### config.mk
export PLATFORM = sky130hd
export DESIGN_NAME = cpl_total_merge
export DESIGN_NICKNAME = d
export VERILOG_FILES = /design/src/hdl/chassis_power_limiter_unit_defines.svh /design/src/hdl/cpl_pkg.sv /design/src/hdl/cpl_total_merge.sv
export SDC_FILE = /design/constraint.sdc
export NUM_CORES = 1
export LEC_CHECK = 0
export ABC_AREA = 1
export BUFFER_PORTS_ARGS = -buffer_cell sky130_fd_sc_hd__buf_2
export CAP_MARGIN = 20
export CELL_PAD_IN_SITES_DETAIL_PLACEMENT = 1
export CELL_PAD_IN_SITES_GLOBAL_PLACEMENT = 1
export CORE_MARGIN = 10
export CORE_UTILIZATION = 27
export CTS_CLUSTER_DIAMETER = 80
export DETAILED_ROUTE_END_ITERATION = 16
export PLACE_DENSITY_LB_ADDON = 0.08
export SLEW_MARGIN = 10
export SYNTH_ARGS = -nofsm -noshare
export SYNTH_HDL_FRONTEND = slang
export SYNTH_SLANG_ARGS = --single-unit
### constraint.sdc
create_clock -name clk -period 12.7 [get_ports clk]
set_clock_uncertainty 0.05 [all_clocks]
set_input_delay 2.54 -clock clk [delete_from_list [all_inputs] [get_ports clk]]
set_output_delay 2.54 -clock clk [all_outputs]
set_load 0.02 [all_outputs]
### src/hdl/chassis_power_limiter_unit_defines.svh
// Assertion macros used by the power limiter top level.
// No dependencies; the using module provides clk and rst_n.
`ifndef CHASSIS_POWER_LIMITER_UNIT_DEFINES_SVH
`define CHASSIS_POWER_LIMITER_UNIT_DEFINES_SVH

// Same-cycle implication, disabled in reset
`define CPL_ASSERT_IMP(lbl, ante, cons, msg) \
    lbl: assert property (@(posedge clk) disable iff (!rst_n) (ante) |-> (cons)) \
        else $error(msg);

// Implication after a fixed number of cycles
`define CPL_ASSERT_DLY(lbl, ante, n, cons, msg) \
    lbl: assert property (@(posedge clk) disable iff (!rst_n) (ante) |-> ##(n) (cons)) \
        else $error(msg);

`endif

### src/hdl/cpl_pkg.sv
// Shared types, constants and Q16.16 helpers of the chassis power limiter.
// No dependencies.
package cpl_pkg;

    localparam int MOTOR_COUNT = 4;
    localparam int QUAD_FACTOR = 4;
    localparam int CMD_MAX     = 16384;

    // Wide signed width for exact intermediate products and sums
    localparam int WIDE_W = 68;

    // Total power and divider widths
    localparam int TOT_W = 32 + $clog2(MOTOR_COUNT);
    localparam int CMP_W = TOT_W + 1;
    localparam int DEN_W = TOT_W - 1;
    localparam int REM_W = DEN_W + 1;

    // Divider: 32 quotient bits, DIV_BITS per stage
    localparam int DIV_BITS = 4;
    localparam int DIV_STG  = 32 / DIV_BITS;

    // Square root of a 48-bit radicand: 24 root bits, SQ_BITS per stage
    localparam int RAD_W   = 48;
    localparam int ROOT_W  = RAD_W / 2;
    localparam int SQREM_W = ROOT_W + 3;
    localparam int SQ_BITS = 4;
    localparam int SQ_STG  = ROOT_W / SQ_BITS;

    // Pipeline latencies
    localparam int PWR_LAT   = 4;
    localparam int SOLVE_LAT = 8 + DIV_STG + SQ_STG;
    localparam int PIPE_LAT  = PWR_LAT + SOLVE_LAT;

    // Configuration register indexes
    typedef enum logic [2:0] {
        REG_TORQUE_PER_CURRENT  = 3'd0,
        REG_SPEED_POWER_FACTOR  = 3'd1,
        REG_CURRENT_PER_TORQUE  = 3'd2,
        REG_SPEED_LOSS_GAIN     = 3'd3,
        REG_TORQUE_LOSS_GAIN    = 3'd4,
        REG_STATIC_LOSS         = 3'd5,
        REG_INV_TWO_TORQUE_GAIN = 3'd6
    } reg_idx_t;

    typedef logic signed [31:0] q_t;

    typedef struct packed {
        q_t tc;
        q_t mc;
        q_t ic;
        q_t kw;
        q_t kt;
        q_t a;
        q_t inv2kt;
    } cfg_t;

    // Per-motor power model results handed to the solver
    typedef struct packed {
        q_t                 pin;
        q_t                 wmc;
        q_t                 w2;
        q_t                 kw2a;
        logic signed [15:0] cur;
    } pwr_t;

    // Per-motor solver result
    typedef struct packed {
        logic signed [15:0] current;
        logic               sat;
        logic               limited;
    } res_t;

    // Saturate a wide signed value to 32 bits
    function automatic q_t sat32(input logic signed [WIDE_W-1:0] x);
        logic [WIDE_W-32:0] top;
        top = x[WIDE_W-1:31];
        if (top == '0 || top == '1)
            return x[31:0];
        else if (x[WIDE_W-1])
            return 32'sh8000_0000;
        else
            return 32'sh7fff_ffff;
    endfunction

    // Q16.16 product, floor shift, saturate
    function automatic q_t qmul(input q_t a, input q_t b);
        logic signed [WIDE_W-1:0] p;
        p = (WIDE_W'(a) * WIDE_W'(b)) >>> 16;
        return sat32(p);
    endfunction

endpackage

### src/hdl/cpl_total_merge.sv
// Sums the motor powers and compares against the budget, one register stage.
// Depends on cpl_pkg.
module cpl_total_merge import cpl_pkg::*;
(
    input  logic             clk,
    input  q_t               pin [MOTOR_COUNT],
    input  logic [31:0]      budget,
    output logic [DEN_W-1:0] total,
    output logic             limited
);

    logic signed [TOT_W-1:0] sum;
    logic signed [CMP_W-1:0] sum_ext, bud_ext;
    logic [DEN_W-1:0]        total_reg;
    logic                    limited_reg;

    // Exact total and budget compare
    always_comb
    begin
        sum = '0;
        for (int i = 0; i < MOTOR_COUNT; i++)
            sum = sum + TOT_W'(pin[i]);
        sum_ext = CMP_W'(sum);
        bud_ext = $signed(CMP_W'(budget));
    end

    always_ff @(posedge clk)
    begin
        total_reg   <= sum[DEN_W-1:0];
        limited_reg <= (sum_ext > bud_ext);
    end

    assign total   = total_reg;
    assign limited = limited_reg;

endmodule

==> summary.md <==
| Metric | Value |
|---|---|
| Number of buffers created by CTS | `5` |
| Crit path top cell by count | `nand2_1` |
| Gr usage total | `13.5%` |
| Fin. Hold Viols | `0` |
| Worst slew margin | `69.9%` |
| Fmax | `152 MHz` |
| Vias in the first global route | `5,791` |
| Power per cell area | `183 nW/um2` |
| CTS Root Cell | `clkbuf_16` |
| Clock sink count | `34` |
| Bufs on Longest Clock Path | `2` |
| Crit end category | `register` |
| Max-cap violations | `0` |
| Core ar. | `18,800 um2` |
| Die Y | `159 um` |
| Flop pwr share | `15.3%` |
| Seq/Total Area, Yosys | `13.1%` |
| Drt via density | `4.25` |
| DRC viols | `0` |
| Crit-path max cell delay | `0.56 ns` |
| HP Class | `primary input to register` |
| Leading cell type in the layout, fill and taps excluded | `inv_1` |
| Net Sw Power | `0.639 mW` |
| Max reg flops | `33` |
| NumNets Final | `1,163` |
| DRT Pass-1 Iters | `4` |
| Combinational Power Share | `74.3%` |
| Initial antenna violation count | `0` |
| DPL Wire Length | `16,000 um` |
| Drt initial violations | `77` |
| Die Width | `159 um` |
| Syn Inst Count | `671` |
| Synth Register Bits | `34` |
| Hold-fix buffers at CTS | `0` |
| DR WL/cell | `14.9 um` |
| Syn Area/Cell | `7.76 um2` |
| Via count | `4,815` |
| Worst-path fanout max | `3` |
| Status | `finished clean` |
| Boundary pin count | `195` |
| Unrepaired setup endpoints after global routing | `no` |
| Row Count | `50` |
| CP required | `12.82 ns` |
| Layout fillers | `2,405` |
| Synthesized area | `5210 um2` |
| Hold path startpoint | `pin[96]` |
| Final Cycle Share | `51.7%` |
| VDD IR-drop max | `68.8 uV` |
| Leakage | `3.85 nW` |
| Period minus WS final | `6.57 ns` |
| Cell Int Power | `0.578 mW` |
| Ratio of cells with drive above 1 in the final layout | `26.0%` |
| Setup violations, final | `0` |
| CP Class | `primary input to register` |
| Sw Share | `52.5%` |
| First-pass GRT wire length | `28,500 um` |
| Final ANT Viol Nets | `0` |
| Grt total ovfl | `0` |
| Slew Viols, Final | `0` |
| Initial Util | `27.7%` |
| Most frequent cells in the layout | `209 x inv_1, 194 x buf_2, 93 x nand2_1` |
| Syn Nets | `962` |
| Final GP Congestion | `0.821` |
| Worst slack at placement | `5.74 ns` |
| Largest net degree at the start of global routing | `11` |
| Ant. Diodes | `0` |
| H-Tree Depth | `2` |
| I/O Buffers | `194` |
| Post_cts resized | `0` |
| Critical path startpoint category | `primary input` |
| Least-Margin Pin Slew | `0.448 ns` |
| Clock share of power | `10.3%` |
| Final WS setup | `6.13 ns` |
| Critical Path AT | `6.70 ns` |
| Crit path launch | `pin[1]` |
| Critical path's slowest cell | `fa_1` |
| Final wirelength | `16,900 um` |
| Postcts setup bufs | `0` |
| Synth-to-Final Area Change | `27.7%` |
| TNS Setup | `0 ns` |
| CTS tree | `done` |
| Syn. warnings | `0` |
| Die footprint | `25,300 um2` |
| Clock slew at reported path FFs | `0.06 ns` |
| Synth cell types | `37` |
cell usage after synthesis:
| cell type | n | share of area (%) |
|---|---|---|
| a211oi_1 | 1 | 0.14 |
| a21boi_1 | 1 | 0.14 |
| a21o_1 | 5 | 0.72 |
| a21oi_1 | 44 | 4.2 |
| a21oi_2 | 5 | 0.84 |
| a21oi_4 | 4 | 1.2 |
| a31oi_1 | 2 | 0.24 |
| dfxtp_1 | 34 | 13 |
| fa_1 | 65 | 25 |
| ha_1 | 65 | 16 |
| inv_1 | 209 | 15 |
| inv_2 | 2 | 0.14 |
| nand2_1 | 93 | 6.7 |
| nand2_2 | 5 | 0.60 |
| nand2_4 | 2 | 0.43 |
| nand3_1 | 13 | 1.2 |
| nand3_2 | 1 | 0.19 |
| nand3b_1 | 2 | 0.29 |
| nand4_1 | 9 | 1.1 |
| nor2_1 | 43 | 3.1 |
| nor2_2 | 1 | 0.12 |
| nor3_1 | 3 | 0.29 |
| nor4_1 | 3 | 0.36 |
| o2111ai_1 | 1 | 0.17 |
| o211ai_1 | 2 | 0.29 |
| o21a_1 | 2 | 0.29 |
| o21ai_0 | 12 | 1.2 |
| o21ai_1 | 6 | 0.58 |
| o21ai_2 | 1 | 0.17 |
| o21ai_4 | 3 | 0.94 |
| o21bai_1 | 1 | 0.14 |
| o21bai_2 | 1 | 0.22 |
| o21bai_4 | 1 | 0.36 |
| o311ai_0 | 1 | 0.17 |
| o311ai_1 | 1 | 0.17 |
| xnor2_1 | 8 | 1.3 |
| xor2_1 | 19 | 3.2 |
area by class of cell:
| cell class | instances | area [um2] | share of cell area [%] |
|---|---|---|---|
| multi-input cells | 426 | 3740 | 56.2 |
| flip-flops and latches | 34 | 681 | 10.2 |
| clock inverters | 1 | 5.00 | 0.0752 |
| repair buffers | 194 | 971 | 14.6 |
| inverters | 211 | 792 | 11.9 |
| clock buffers | 7 | 143 | 2.14 |
| well taps | 260 | 325 | 4.89 |
worst max-delay path, delay by kind of cell:
| family | cells | cell delay [ns] |
|---|---|---|
| AOI/OAI and AO/OA | 6 | 0.71 |
| xor gates and xnor gates | 1 | 0.30 |
| adders and majority gates | 5 | 1.87 |
| buffers and inverters | 4 | 0.25 |
| and+or+nand+nor | 11 | 1.05 |
final timing paths:
path,end,slack (ns),cells past startpoint
min,total[0],2.46,2
max,limited,6.13,27
metrics by stage:
step                      total power, mW  std cells  area [um2]  hold slack (ns)  utilization (%)
after global routing                 1.38       1133        6650             2.48             35.3
after floorplan                     0.818        671        5210             2.64                -
after detailed placement             1.12       1125        6510             2.76             34.6
after CTS                            1.25       1133        6650             2.46             35.3
final                                1.22       1133        6650             2.46             35.3
after global placement               1.10       1125        6510             2.75             34.6
kinds of logic (layout without fill, tap and decap cells):
kind of cell | count (synthesis) | count (layout) | share of synthesized area [%]
AND/OR/NAND/NOR | 175 | 175 | 14.4
XOR/XNOR | 27 | 27 | 4.54
flip-flops | 34 | 34 | 13.1
AO/OA/AOI/OAI | 94 | 94 | 12.2
buffers and inverters | 211 | 413 | 15.2
adder cells (fa/ha/maj) | 130 | 130 | 40.6
power by group through the flow:
| stage | logic [mW] | clock network (mW) | registers, mW |
|---|---|---|---|
| floorplan | 0.562 | 0 | 0.256 |
| global placement | 0.910 | 0 | 0.190 |
| detailed placement | 0.928 | 0 | 0.191 |
| CTS | 0.932 | 0.130 | 0.189 |
| global route | 1.05 | 0.134 | 0.193 |
| finish | 0.904 | 0.125 | 0.187 |
layer usage:
metal,GRT usage (%),share of wire [%],up-vias
met5,0,0,-
met4,2.40,0.73,0
met3,2.14,4.3,6
met2,25.2,52,119
met1,15.8,43,2261
li1,-,-,2429
Note: power is estimated with default switching activity, not from simulation.
